### src/rtl/slfm_pkg.sv
// package for the serial lcd frame master
// item structs, request and mode codes, frame constants and helpers; no dependencies
package slfm_pkg;

    localparam int unsigned FRAME_BITS = 24;
    localparam int unsigned SYNC_BITS = 5;
    localparam logic [7:0] BUSY_MASK = 8'h80;
    localparam logic [15:0] HALF_PERIOD_RESET = 16'd100;

    typedef enum logic [2:0] {
        OP_TICK      = 3'd0,
        OP_WR_CMD    = 3'd1,
        OP_WR_DATA   = 3'd2,
        OP_RD_STATUS = 3'd3,
        OP_RD_DATA   = 3'd4
    } slfm_op_t;

    typedef enum logic [1:0] {
        MODE_IDLE = 2'd0,
        MODE_POLL = 2'd1,
        MODE_MAIN = 2'd2
    } slfm_mode_t;

    typedef struct packed {
        logic [2:0] opcode;
        logic [7:0] byte_in;
        logic       check_busy;
        logic       sid_in;
    } slfm_in_t;

    typedef struct packed {
        logic       chip_select;
        logic       serial_clock;
        logic       sid_out;
        logic       sid_drive;
        logic       ready_res;
        logic       accepted;
        logic       done_res;
        logic [7:0] read_data;
    } slfm_out_t;

    // sync bits, rw, rs, zero, high nibble, zeros, low nibble, zeros
    function automatic logic [FRAME_BITS-1:0] frame_word(
        input logic       is_read,
        input logic       rs,
        input logic [7:0] data
    );
        logic [3:0] hi;
        logic [3:0] lo;
        hi = is_read ? 4'd0 : data[7:4];
        lo = is_read ? 4'd0 : data[3:0];
        return {{SYNC_BITS{1'b1}}, is_read, rs, 1'b0, hi, 4'd0, lo, 4'd0};
    endfunction

    function automatic logic is_nibble_bit(input logic [4:0] idx);
        return (idx >= 5'd8 && idx <= 5'd11) || (idx >= 5'd16 && idx <= 5'd19);
    endfunction

    // bit of the captured byte that a nibble position fills
    function automatic logic [7:0] capture_mask(input logic [4:0] idx);
        logic [4:0] pos;
        pos = (idx >= 5'd16) ? (5'd19 - idx) : (5'd15 - idx);
        return 8'd1 << pos[2:0];
    endfunction

endpackage

### src/rtl/slfm_engine.sv
// frame sequencer state and per-item next-state logic
// depends on slfm_pkg
module slfm_engine (
    input  logic                clk,
    input  logic                rst_n,
    input  logic                step_en,
    input  slfm_pkg::slfm_in_t  item,
    input  logic [15:0]         half_period,
    output slfm_pkg::slfm_out_t result
);
    import slfm_pkg::*;

    slfm_mode_t             mode_reg, mode_next;
    logic [4:0]             bit_index_reg, bit_index_next;
    logic [15:0]            half_counter_reg, half_counter_next;
    logic                   clock_level_reg, clock_level_next;
    logic [FRAME_BITS-1:0]  frame_shift_reg, frame_shift_next;
    logic                   frame_is_read_reg, frame_is_read_next;
    logic [7:0]             capture_byte_reg, capture_byte_next;
    logic [7:0]             pending_byte_reg, pending_byte_next;
    logic [2:0]             pending_kind_reg, pending_kind_next;
    logic [7:0]             result_byte_reg, result_byte_next;
    logic                   acc, done;
    logic [15:0]            hp;
    logic [15:0]            hc;
    logic [4:0]             bit_inc;

    always_comb
    begin
        mode_next          = mode_reg;
        bit_index_next     = bit_index_reg;
        half_counter_next  = half_counter_reg;
        clock_level_next   = clock_level_reg;
        frame_shift_next   = frame_shift_reg;
        frame_is_read_next = frame_is_read_reg;
        capture_byte_next  = capture_byte_reg;
        pending_byte_next  = pending_byte_reg;
        pending_kind_next  = pending_kind_reg;
        result_byte_next   = result_byte_reg;
        acc                = 1'b0;
        done               = 1'b0;
        hp                 = (half_period == 16'd0) ? 16'd1 : half_period;
        hc                 = half_counter_reg + 16'd1;
        bit_inc            = bit_index_reg + 5'd1;

        priority if (item.opcode == OP_TICK)
        begin
            if (mode_reg != MODE_IDLE)
            begin
                if (hc < hp && hc != 16'd0)
                begin
                    half_counter_next = hc;
                end
                else if (!clock_level_reg)
                begin
                    half_counter_next = 16'd0;
                    clock_level_next  = 1'b1;
                end
                else
                begin
                    half_counter_next = 16'd0;
                    clock_level_next  = 1'b0;
                    bit_index_next    = bit_inc;
                    if (frame_is_read_reg && is_nibble_bit(bit_index_reg) && item.sid_in)
                    begin
                        capture_byte_next = capture_byte_reg | capture_mask(bit_index_reg);
                    end
                    if (bit_inc >= 5'(FRAME_BITS))
                    begin
                        if (mode_reg == MODE_POLL)
                        begin
                            bit_index_next = 5'd0;
                            if ((capture_byte_next & BUSY_MASK) != 8'd0)
                            begin
                                frame_shift_next   = frame_word(1'b1, 1'b0, 8'd0);
                                frame_is_read_next = 1'b1;
                            end
                            else
                            begin
                                mode_next          = MODE_MAIN;
                                frame_shift_next   = frame_word(1'b0,
                                    pending_kind_reg == OP_WR_DATA, pending_byte_reg);
                                frame_is_read_next = 1'b0;
                            end
                            capture_byte_next = 8'd0;
                        end
                        else
                        begin
                            if (frame_is_read_reg)
                            begin
                                result_byte_next = capture_byte_next;
                            end
                            done               = 1'b1;
                            mode_next          = MODE_IDLE;
                            bit_index_next     = 5'd0;
                            frame_is_read_next = 1'b0;
                        end
                    end
                end
            end
        end
        else if (item.opcode <= OP_RD_DATA && mode_reg == MODE_IDLE)
        begin
            acc               = 1'b1;
            pending_kind_next = item.opcode;
            pending_byte_next = item.byte_in;
            bit_index_next    = 5'd0;
            half_counter_next = 16'd0;
            clock_level_next  = 1'b0;
            capture_byte_next = 8'd0;
            if (item.opcode == OP_WR_DATA || (item.opcode == OP_WR_CMD && item.check_busy))
            begin
                mode_next          = MODE_POLL;
                frame_shift_next   = frame_word(1'b1, 1'b0, 8'd0);
                frame_is_read_next = 1'b1;
            end
            else
            begin
                mode_next          = MODE_MAIN;
                frame_is_read_next = item.opcode >= OP_RD_STATUS;
                frame_shift_next   = frame_word(item.opcode >= OP_RD_STATUS,
                    item.opcode == OP_WR_DATA || item.opcode == OP_RD_DATA, item.byte_in);
            end
        end
        else
        begin
            acc = 1'b0;
        end
    end

    // pin levels and flags seen after the item
    always_comb
    begin
        result              = '0;
        result.chip_select  = mode_next != MODE_IDLE;
        result.serial_clock = (mode_next != MODE_IDLE) && clock_level_next;
        result.ready_res    = mode_next == MODE_IDLE;
        result.accepted     = acc;
        result.done_res     = done;
        result.read_data    = result_byte_next;
        if (mode_next != MODE_IDLE && bit_index_next < 5'(FRAME_BITS)
            && !(frame_is_read_next && is_nibble_bit(bit_index_next)))
        begin
            result.sid_drive = 1'b1;
            result.sid_out   = frame_shift_next[5'd23 - bit_index_next];
        end
    end

    always_ff @(posedge clk or negedge rst_n)
    begin
        if (!rst_n)
        begin
            mode_reg          <= MODE_IDLE;
            bit_index_reg     <= 5'd0;
            half_counter_reg  <= 16'd0;
            clock_level_reg   <= 1'b0;
            frame_shift_reg   <= '0;
            frame_is_read_reg <= 1'b0;
            capture_byte_reg  <= 8'd0;
            pending_byte_reg  <= 8'd0;
            pending_kind_reg  <= 3'd0;
            result_byte_reg   <= 8'd0;
        end
        else if (step_en)
        begin
            mode_reg          <= mode_next;
            bit_index_reg     <= bit_index_next;
            half_counter_reg  <= half_counter_next;
            clock_level_reg   <= clock_level_next;
            frame_shift_reg   <= frame_shift_next;
            frame_is_read_reg <= frame_is_read_next;
            capture_byte_reg  <= capture_byte_next;
            pending_byte_reg  <= pending_byte_next;
            pending_kind_reg  <= pending_kind_next;
            result_byte_reg   <= result_byte_next;
        end
    end

endmodule

### src/rtl/serial_lcd_frame_master_core.sv
// top level of the serial lcd frame master: handshakes, half period register, result register
// depends on slfm_pkg and slfm_engine
//
// usage:
//   in channel (in_valid/in_ready/in_data) carries one item per handshake: a tick,
//   which advances pin timing by one step, or a request (write command, write data,
//   read status, read data). requests are taken only while the frame sequencer is idle;
//   otherwise they come back with accepted clear and change nothing.
//   out channel (out_valid/out_ready/out_data) returns exactly one item per input item,
//   carrying the pin levels, ready, accepted, done and the last read byte.
//   cfg channel (cfg_valid/cfg_ready/cfg_data) writes half_period; always ready.
// out_valid is registered: it rises in the cycle after the input handshake.
// throughput: one item per cycle while the out channel is not stalled; the state update and result decode are a single
//   pass of logic between the sequencer registers and the result register.
// stall: in_ready drops only while a result is held and out_ready is low;
//   the held result is never overwritten.
// reset: sequencer idle, last read byte zero, half_period 100, no result pending; out_data is not reset.
module serial_lcd_frame_master_core (
    input  logic                clk,
    input  logic                rst_n,
    input  logic                in_valid,
    output logic                in_ready,
    input  slfm_pkg::slfm_in_t  in_data,
    output logic                out_valid,
    input  logic                out_ready,
    output slfm_pkg::slfm_out_t out_data,
    input  logic                cfg_valid,
    output logic                cfg_ready,
    input  logic [15:0]         cfg_data
);
    import slfm_pkg::*;

    logic [15:0] half_period_reg;
    logic        out_valid_reg;
    slfm_out_t   out_data_reg;
    slfm_out_t   step_result;
    logic        step_en;

    assign in_ready  = !out_valid_reg || out_ready;
    assign step_en   = in_valid && in_ready;
    assign cfg_ready = 1'b1;
    assign out_valid = out_valid_reg;
    assign out_data  = out_data_reg;

    always_ff @(posedge clk or negedge rst_n)
    begin
        if (!rst_n)
        begin
            half_period_reg <= HALF_PERIOD_RESET;
        end
        else if (cfg_valid && cfg_ready)
        begin
            half_period_reg <= cfg_data;
        end
    end

    slfm_engine u_engine (
        .clk         (clk),
        .rst_n       (rst_n),
        .step_en     (step_en),
        .item        (in_data),
        .half_period (half_period_reg),
        .result      (step_result)
    );

    always_ff @(posedge clk or negedge rst_n)
    begin
        if (!rst_n)
        begin
            out_valid_reg <= 1'b0;
        end
        else if (step_en)
        begin
            out_valid_reg <= 1'b1;
        end
        else if (out_ready)
        begin
            out_valid_reg <= 1'b0;
        end
    end

    always_ff @(posedge clk)
    begin
        if (step_en)
        begin
            out_data_reg <= step_result;
        end
    end

endmodule

### config.mk
export PLATFORM = sky130hd
export DESIGN_NAME = serial_lcd_frame_master_core
export DESIGN_NICKNAME = d
export VERILOG_FILES = /design/src/rtl/slfm_pkg.sv /design/src/rtl/slfm_engine.sv /design/src/rtl/serial_lcd_frame_master_core.sv
export SDC_FILE = /design/constraint.sdc
export NUM_CORES = 1
export LEC_CHECK = 0
export BUFFER_PORTS_ARGS = -buffer_cell sky130_fd_sc_hd__buf_2
export CORE_MARGIN = 2
export CORE_UTILIZATION = 30
export DETAILED_ROUTE_END_ITERATION = 10
export GPL_TIMING_DRIVEN = 0
export SYNTH_ARGS = -nofsm -noshare
export SYNTH_HDL_FRONTEND = slang
export SYNTH_SLANG_ARGS = --single-unit
### constraint.sdc
create_clock -name clk -period 4.25 [get_ports clk]
set_input_delay 0.85 -clock clk [delete_from_list [all_inputs] [get_ports clk]]
set_output_delay 0.85 -clock clk [all_outputs]
set_load 0.005 [all_outputs]
# Word level (Yosys, flattened, before mapping)

Index checks and enable logic that the tools add are counted.

Order comparisons: 14
Equal/unequal tests: 8
Reductions and logical operators: 34
Mux-type cells: 72
Add/sub/neg operators: 5
Bitwise gates (word level): 5
Shift-type cells: 1

Operators with widths:

| cell                  | count |
|---|---|
| $mux 24               | 7 |
| $mux 8                | 19 |
| $mux 16               | 5 |
| $mux 19               | 2 |
| $mux 5                | 6 |
| $mux 1                | 20 |
| $mux 2                | 9 |
| $add 16x1->16 const B | 1 |
| $logic_not 16->1      | 1 |
| $lt 16x16->1          | 1 |
| $reduce_bool 16->1    | 1 |
| $ge 5x5->1 const B    | 3 |
| $logic_and 1x1->1     | 14 |
| $ge 5x4->1 const B    | 2 |
| $le 5x4->1 const B    | 2 |
| $le 5x5->1 const B    | 2 |
| $mux 4                | 2 |
| $or 8x8->8            | 1 |
| $reduce_bool 2->1     | 4 |
| $shl 1x3->8 const A   | 1 |
| $eq 3x2->1 const B    | 2 |
| $lt 5x6->1 const B    | 1 |
| $reduce_and 3->1      | 2 |
| $add 5x1->5 const B   | 1 |
| 20 further kinds      | 30 |

Input bits: 34
Register bits: 108
Output and inout port bits: 18
Word-level logic and storage cells: 159

# Depth between registers and ports, before layout

Gate-level depths: netlist of run 1.

Depth in word-level cells: 21
Gate-level depth with buffers: 21
Mapped depth without buffers: 21

# Modules after synthesis

A second synthesis of run 1 with hierarchy kept.

Cells, all modules: 639
Area total of the unflattened synthesis: 6233.5 um^2

By module, submodules not included:

| module                       | sequential area each (um^2) | instances | area an instance (um^2) | cells an instance |
|---|---|---|---|---|
| slfm_engine                  | 1901.8                      | 1         | 5074.9                  | 584 |
| serial_lcd_frame_master_core | 879.6                       | 1         | 1158.6                  | 55 |

# Least setup slack after synthesis of run 1

Ideal clock, no wire load.

Path type: flip-flop to flip-flop
Start point: reg u_engine.half_counter_reg[2]
End point: reg out_data_reg (netlist bit out_data[12]) (data pin)
Buffers on the path: 1
Period minus slack after synthesis: 4.397 ns
Library setup time: 0.261 ns
Stages on the path, launching flop included: 21
Setup slack: -0.147 ns
Required time: 3.989 ns
Data arrival time: 4.136 ns
Path through: dfrtp_1 > buf_2 > nand3_2 > nor4_1 > nand3_1 > xnor2_1 > ha_1 > a22oi_1 > o211ai_1 > a221o_1 > inv_1 > a21oi_1 > nor2_4 > mux2i_1 > inv_1 > ha_1 > a211oi_1 > o32ai_1 > a21oi_1 > nor3_2 > a21boi_2

Word-level cells in the longest chain between the ends: 12
Elaborated cells on any way between the ends: 32
Those cells by class: 2 x add/sub; 6 x order compare; 14 x mux; 10 x reduce/logical

RTL lines:

| element                                                             | RTL line                           | RTL |
|---|---|---|
| start, declared                                                     | slfm_engine.sv:15                  | `logic [15:0] half_counter_reg, half_counter_next;` |
| start signal, assigned                                              | slfm_engine.sv:168                 | `half_counter_reg <= half_counter_next;` |
| $add 16x1->16 (*)                                                   | slfm_engine.sv:43                  | `hc = half_counter_reg + 16'd1;` |
| $lt 16x16->1 / $reduce_bool 16->1 (equally long branches)           | slfm_engine.sv:50                  | `if (hc < hp && hc != 16'd0)` |
| $logic_and 1x1->1 (*)                                               | slfm_engine.sv:50                  |  |
| $mux 5 (*)                                                          | slfm_engine.sv:50                  |  |
| $mux 5 (*)                                                          | slfm_engine.sv:48                  | `if (mode_reg != MODE_IDLE)` |
| $mux 5 (*)                                                          | slfm_engine.sv:46                  | `priority if (item.opcode == OP_TICK)` |
| net u_engine.bit_index_next[4]                                      | slfm_engine.sv:14                  | `logic [4:0] bit_index_reg, bit_index_next;` |
| parallel branches: the longest is 6 deep, another holds $sub 5x5->5 | --                                 |  |
| end signal, assigned                                                | serial_lcd_frame_master_core.sv:86 | `out_data_reg <= step_result;` |
| end, declared                                                       | serial_lcd_frame_master_core.sv:35 | `slfm_out_t out_data_reg;` |

Mark *: on every way through the listed nets, which the timed path passes. The select of a mux whose other input is x is not followed.
A chain may end at the register's enable or synchronous reset.

# Worst setup path in the final report of run 1

Start point: reg u_engine.half_counter_reg[0]
End point: reg out_data_reg (netlist bit out_data[12]) (data pin)

Word-level cells in the longest chain between the ends: 12
Elaborated cells on any way between the ends: 32
Those cells by class: 2 x add/sub; 6 x order compare; 14 x mux; 10 x reduce/logical

RTL lines:

| element                                                             | RTL line |
|---|---|
| $add 16x1->16 (*)                                                   | slfm_engine.sv:43 |
| $lt 16x16->1 / $reduce_bool 16->1 (equally long branches)           | slfm_engine.sv:50 |
| $logic_and 1x1->1 (*)                                               | slfm_engine.sv:50 |
| parallel branches: the longest is 9 deep, another holds $sub 5x5->5 | -- |

Mark *: on every way between the ends. The select of a mux whose other input is x is not followed.

==> impl_metrics.py, run 1 <==
metrics = {
    "power": {
        "internal-power_mw": 1.912,
        "p_switching_mw": 0.8756,
        "combPwrFrac_pct": 23.0,
        "clkPwrFrac_pct": 31.8,
        "irDropWorstVdd_mv": 0.2109,
        "swShare_pct": 31.40,
        "leakagePower_nw": 3.382,
        "p_per_area_nw_per_um2": 357.5,
        "power_frac_seq_pct": 45.3,
    },
    "worst_setup_path": {
        "cp-start-kind": "flip-flop",
        "r2r_cells": 23,
        "required_ps": 4370,
        "critPathMaxFanout": 6,
        "r2r_start": "u_engine.half_counter_reg[0]",
        "criticalPathCategory": "reg2reg",
        "reg2reg_slack_ps": -170,
        "cp.arrival_ps": 4540,
        "r2r-end": "out_data[12]",
        "endpoint_kind": "flip-flop",
    },
    "global_route": {
        "grt_max_degree": 68,
        "grt_overflow": 0,
        "grt_usage_pct": 15.46,
        "grt_pass1_vias": 5266,
        "antenna_found_initial": 0,
        "grt_pass1_wl_mm": 26.77,
    },
    "sta": {
        "skew_ps": 9.723,
        "fmax_ghz": 0.2261,
        "worstMarginPinSlew_ps": 1392,
        "setup_ws_ps": -172.3,
        "setup_tns_ps": -299.7,
        "setup_viol": 2,
        "hold_viol": 0,
        "drv_slew": 0,
        "fin_crit_sh_pct": 104.1,
        "max_slew_margin_pct": 7.172,
        "finalCriticalPeriod_ps": 4422,
        "rsz0062_at_grt": "yes",
    },
    "synthesis": {
        "yosys_warnings": 0,
        "ys_ff_latch": 108,
        "synth_common_cells": "dfrtp_1 (90), nand2_1 (80), o21ai_0 (53)",
        "synth_flop_cell": "dfrtp_1",
        "async_flop_share_pct": 86.11,
        "yosysTopAreaCell": "dfrtp_1",
        "yosysMostFrequentCell": "dfrtp_1",
        "synth_edf_count": 15,
        "netlist_instances": 633,
        "synth_fp_nets": 691,
        "seq_area_frac_synth_pct": 45.75,
        "synth_area_um2": 6080,
        "syn_area_per_cell_um2": 9.604,
        "synth.top_cell.area_share_pct": 37.04,
        "ys_types": 73,
        "ys_top_cells_by_area": "dfrtp_1 (37%), edfxtp_1 (7.4%), ha_1 (4.9%)",
    },
    "placed_design": {
        "dp.cells": 951,
        "post-dp-hpwl_mm": 10.61,
        "gp_congestion": 0.8051,
        "io_buffers": 47,
        "place_ws_ps": -708.8,
    },
    "clock_network": {
        "cts_sinks": 108,
        "h-tree-depth": 3,
        "clock_latency_ps": 360,
        "tritoncts": "done",
        "cts_max_path_buffers": 2,
        "postCtsHoldBufs": 0,
        "cts_root_buffer": "clkbuf_16",
        "cts_inserted_buffers": 9,
        "clkTransAtPathRegs_ps": 80,
    },
    "cells_and_area": {
        "seq_area_um2": 2789,
        "drive_gt1_share_pct": 30.25,
        "largest_reg_flops": 24,
        "num-nets-final": 800,
        "multi_input_area_um2": 3382,
        "fillers": 2003,
        "fin_util_pct": 38.91,
        "stdcell_count": 1017,
        "areaGrowthSynthToFinish_pct": 28.26,
        "diodes": 0,
    },
    "run_status": {
        "failed_checks": "setup timing",
        "status": "finished with violations",
    },
    "route": {
        "first_iter_violations": 419,
        "viasPerCell": 5.071,
        "routedWlPerCell_um": 15.88,
        "ant_nets": 0,
        "vias": 5157,
        "wl_mm": 16.15,
        "dr.pass1.iters": 5,
        "route.detailed.drc": 0,
    },
    "die": {
        "initial_core_util_pct": 30.34,
        "core_um2": 20040,
        "die_x_um": 146.4,
        "dieArea_um2": 21420,
        "pin_count": 52,
        "fp.dieH_um": 146.4,
        "rows": 52,
    },
    "job": {
        "drv_cap": 0,
    },
    "hold_path": {
        "hold_path.class": "in2async",
    },
}
==> kinds of logic (layout without fill, tap and decap cells) <==
| group | Yosys count | in the layout | share of synthesized area, % |
|---|---|---|---|
| and+or+nand+nor | 212 | 212 | 17.51 |
| AOI/OAI and AO/OA | 170 | 170 | 18.98 |
| DFF | 108 | 108 | 45.75 |
| buffers and inverters | 72 | 186 | 4.816 |
| muxes | 32 | 32 | 5.927 |
| adders and majority gates | 24 | 24 | 4.939 |
| xor gates and xnor gates | 14 | 14 | 2.017 |
| other | 1 | 1 | 0.06168 |
==> how the worst max path moves through the flow <==
stage | from | to | slack, ps | depth (start not counted)
3_3_place_gp | u_engine.half_counter_reg[2] | out_data[12] | -680 | 19
5_1_grt | u_engine.half_counter_reg[0] | out_data[12] | -310 | 22
3_5_place_dp | u_engine.half_counter_reg[2] | out_data[12] | -710 | 19
2_1_floorplan | u_engine.half_counter_reg[1] | out_data[12] | 20 | 19
6_report | u_engine.half_counter_reg[0] | out_data[12] | -170 | 23
4_1_cts | u_engine.half_counter_reg[8] | out_data[12] | -70 | 21
==> power by group through the flow <==
| stage | clock network (mW) | registers (mW) | logic (mW) |
|---|---|---|---|
| 5_1_grt | 0.947 | 1.28 | 0.710 |
| 2_1_floorplan | 0 | 1.26 | 0.384 |
| 3_5_place_dp | 0 | 1.28 | 0.548 |
| 4_1_cts | 0.908 | 1.26 | 0.617 |
| 3_3_place_gp | 0 | 1.28 | 0.536 |
| 6_report | 0.885 | 1.26 | 0.641 |
==> layout by cell type, fill, tap and decap left out, types with 5 or more instances in the layout <==
| cell type | count |
|---|---|
| or3_1 | 6 |
| nand4_1 | 10 |
| inv_1 | 34 |
| dfrtp_2 | 6 |
| mux2i_1 | 8 |
| o211ai_1 | 7 |
| nor4_1 | 6 |
| o21ai_0 | 51 |
| and3_1 | 5 |
| buf_2 | 46 |
| buf_4 | 55 |
| and2_1 | 13 |
| nor2_1 | 30 |
| a21oi_1 | 17 |
| a21o_1 | 6 |
| buf_6 | 7 |
| clkbuf_1 | 22 |
| a31oi_1 | 14 |
| ha_1 | 18 |
| nand2b_1 | 9 |
| clkbuf_16 | 10 |
| nand3_1 | 12 |
| xnor2_2 | 5 |
| nand2_1 | 75 |
| a22o_1 | 14 |
| mux2_2 | 21 |
| ha_4 | 5 |
| edfxtp_1 | 15 |
| dfrtp_1 | 84 |
| nor3_1 | 10 |
==> critical path: stages (launching register included) <==
cell      delay (ps)
dfrtp_2          420
ha_4             150
nand4_1          150
buf_4            190
buf_4            130
buf_4            120
buf_4            120
buf_4            120
buf_4            120
buf_4            120
buf_4            130
buf_4            120
a211oi_1         240
a21o_1           170
nor4b_4          310
nor2_4           130
buf_6            140
a32o_1           240
buf_6            140
or3_1            330
a21o_1           160
mux2_2           270
nand3_2           80
a21boi_2          50
==> repair_timing <==
| item | in CTS | in global routing |
|---|---|---|
| endpoints found under the setup margin | 41 | 49 |
| pin swaps | 30 | 7 |
| buffers inserted | 49 | 4 |
| hold endpoints to repair | 0 | 0 |
| resized for setup | 53 | 33 |
==> layer usage <==
metal	wire length [um]	track usage (%)	vias up
met4	338	6.408	0
met3	582	2.250	22
li1	-	-	2513
met2	7308	24.15	123
met1	7915	21.53	2499
met5	0	0	-
==> through the flow <==
step	power, mW	hold slack (ps)	cell area (um2)
after floorplan	1.647	427.2	6112
after global placement	1.814	442.9	6685
after detailed placement	1.829	445.7	6715
after CTS	2.783	409.4	7636
after global routing	2.938	421.6	7797
final	2.788	404.0	7797
==> layout make-up <==
cell class / count / area share [%]
clock inverter: 6 / 0.7221
clock buffer: 10 / 3.209
buffer: 32 / 2.214
tap: 270 / 4.332
timing repair buffer: 100 / 8.553
sequential: 108 / 35.77
multi-input combinational: 453 / 43.37
inverter: 38 / 1.829
(Power assumes the default switching activity.)
==> inputs of run 2 (changes only) <==
ABC_CLOCK_PERIOD_IN_PS = 4250   (was unset)
REMOVE_ABC_BUFFERS = 1   (was unset)
==> run 2 against run 1 <==
The flow still finishes with violations (setup timing). Sequential power barely moved. Worst hold slack gained 14 ps. Wire length is 11% lower. Sequential share of layout area is 1.7 points higher. Utilization down 1.7 points. Design area fell by 4.3%. Critical path type unchanged.
==> impl_metrics.py, run 2 (synthesis gave the netlist of run 1 again) <==
metrics = {
    "run_status": {
        "status": "finished with violations",
        "failed_checks": "setup timing",
    },
    "clock_network": {
        "clkTransAtPathRegs_ps": 70,
        "cts_sinks": 108,
        "postCtsHoldBufs": 0,
        "cts_max_path_buffers": 2,
        "clock_latency_ps": 360,
        "cts_inserted_buffers": 9,
        "h-tree-depth": 3,
        "cts_root_buffer": "clkbuf_16",
        "tritoncts": "done",
    },
    "route": {
        "wl_mm": 14.44,
        "dr.pass1.iters": 5,
        "ant_nets": 0,
        "routedWlPerCell_um": 14.79,
        "vias": 4919,
        "route.detailed.drc": 0,
        "viasPerCell": 5.040,
        "first_iter_violations": 285,
    },
    "power": {
        "power_mw": 2.688,
        "leakagePower_nw": 3.159,
        "p_per_area_nw_per_um2": 360.5,
        "irDropWorstVdd_mv": 0.2030,
    },
    "worst_setup_path": {
        "critPathMaxFanout": 4,
        "reg2reg_slack_ps": -120,
        "path_delay_family": "simple AND/OR/NAND/NOR gates",
        "worstPathCellList": "ha_4 > nand4_1 > or4_4 > nor2_4 > xor2_2 > ha_1 > nand2_2 > a21oi_2 > a221o_1 > inv_2 > a21oi_4 > nor2_4 > mux2i_4 > inv_2 > ha_2 > nor2_2 > nor3_1 > o32ai_1 > a21oi_1 > nor3_2 > a21boi_2",
        "path_buf_inv": 2,
        "cp-start-kind": "flip-flop",
        "required_ps": 4470,
        "endpoint_kind": "flip-flop",
        "criticalPathCategory": "reg2reg",
        "slowest_delay_ps": 520,
        "critPathSlowestCell": "or4_4",
        "cp.arrival_ps": 4600,
    },
    "sta": {
        "fmax_ghz": 0.2286,
        "skew_ps": 11.37,
        "finalCriticalPeriod_ps": 4374,
        "setup_tns_ps": -191.9,
        "rsz0062_at_grt": "yes",
        "hold_viol": 0,
        "drv_slew": 0,
        "max_slew_margin_pct": 13.35,
        "fin_crit_sh_pct": 102.9,
        "setup_viol": 2,
        "worstMarginPinSlew_ps": 1294,
        "hold_ws_ps": 418.3,
        "setup_ws_ps": -124.5,
    },
    "global_route": {
        "grt_pass1_wl_mm": 23.85,
        "grt_pass1_vias": 4652,
        "grt_overflow": 0,
        "antenna_found_initial": 0,
        "grt_usage_pct": 13.65,
        "grt_max_degree": 67,
    },
    "cells_and_area": {
        "fin_util_pct": 37.22,
        "final_cell_mix": "dfrtp_1 (78), nand2_1 (77), o21ai_0 (51)",
        "areaGrowthSynthToFinish_pct": 22.68,
        "num-nets-final": 759,
        "drive_gt1_share_pct": 28.47,
        "seq_area_um2": 2796,
        "final_common_cell": "dfrtp_1",
        "diodes": 0,
        "multi_input_area_um2": 3298,
        "final_cell_area_um2": 7458,
        "fillers": 2055,
        "largest_reg_flops": 24,
    },
    "die": {
        "fp.dieH_um": 146.4,
        "rows": 52,
        "die_x_um": 146.4,
        "dieArea_um2": 21420,
        "pin_count": 52,
        "initial_core_util_pct": 30.34,
        "core_um2": 20040,
    },
    "placed_design": {
        "io_buffers": 50,
        "post-dp-hpwl_mm": 9.756,
        "post_dp_cell_area_um2": 6555,
        "gp_congestion": 0.8331,
    },
    "hold_path": {
        "hold_path.class": "in2async",
    },
    "job": {
        "drv_cap": 0,
    },
}
## run 2: cell count changes in the layout (fill, tap and decap cells not counted), moves of 3 or more
cell | previous run | this run
xnor2_2 | 5 | 2
xnor2_1 | 4 | 7
dfrtp_2 | 6 | 12
clkbuf_1 | 22 | 1
buf_2 | 46 | 49
dfrtp_1 | 84 | 78
buf_4 | 55 | 36
nor3_1 | 10 | 13
## run 2: repair_timing
item | in CTS | in global routing
gates resized for setup | 43 | 30
setup buffers | 23 | 16
pin swaps | 16 | 25
endpoints found under the setup margin | 61 | 46
## run 2: where the power goes
group          total, mW  switching [mW]  leakage, nW  internal [mW]
clock              0.829           0.417        0.136          0.411
sequential          1.28          0.0981         1.32           1.18
combinational      0.579           0.321         1.71          0.257
total               2.69           0.836         3.16           1.85
## run 2: final timing paths
path / end / cells after the start / from
setup / recovery: out_data[12] / 21 / u_engine.half_counter_reg[0]
hold / removal: u_engine.pending_byte_reg[6] / 1 / rst_n
setup reg to reg: out_data[12] / 21 / u_engine.half_counter_reg[0]
hold reg to reg: u_engine.frame_shift_reg[21] / 1 / u_engine.frame_shift_reg[21]
max in group asynchronous: half_period_reg[5] / 2 / rst_n
min in group clk: u_engine.frame_shift_reg[21] / 1 / u_engine.frame_shift_reg[21]
## run 2: area by class of cell
type	instances	share of cell area, %
multi-input cells	453	44.22
flip-flops and latches	108	37.49
repair buffers	91	8.036
well taps	270	4.529
clock buffers	10	3.070
inverters	38	1.929
clock inverters	6	0.7214
## run 2: metrics by stage
stage	std cells	setup slack (ps)
after floorplan	599	-148.8
after global placement	919	-1259
after detailed placement	921	-968.5
after CTS	960	-180.6
after global routing	976	-333.5
final	976	-124.5
## run 2: routing by layer
metal  GRT usage (%)  share of wire, %
met1           19.63                50
met3           2.469               3.4
met4           3.835               1.5
met2           21.11                45
met5               0                 0
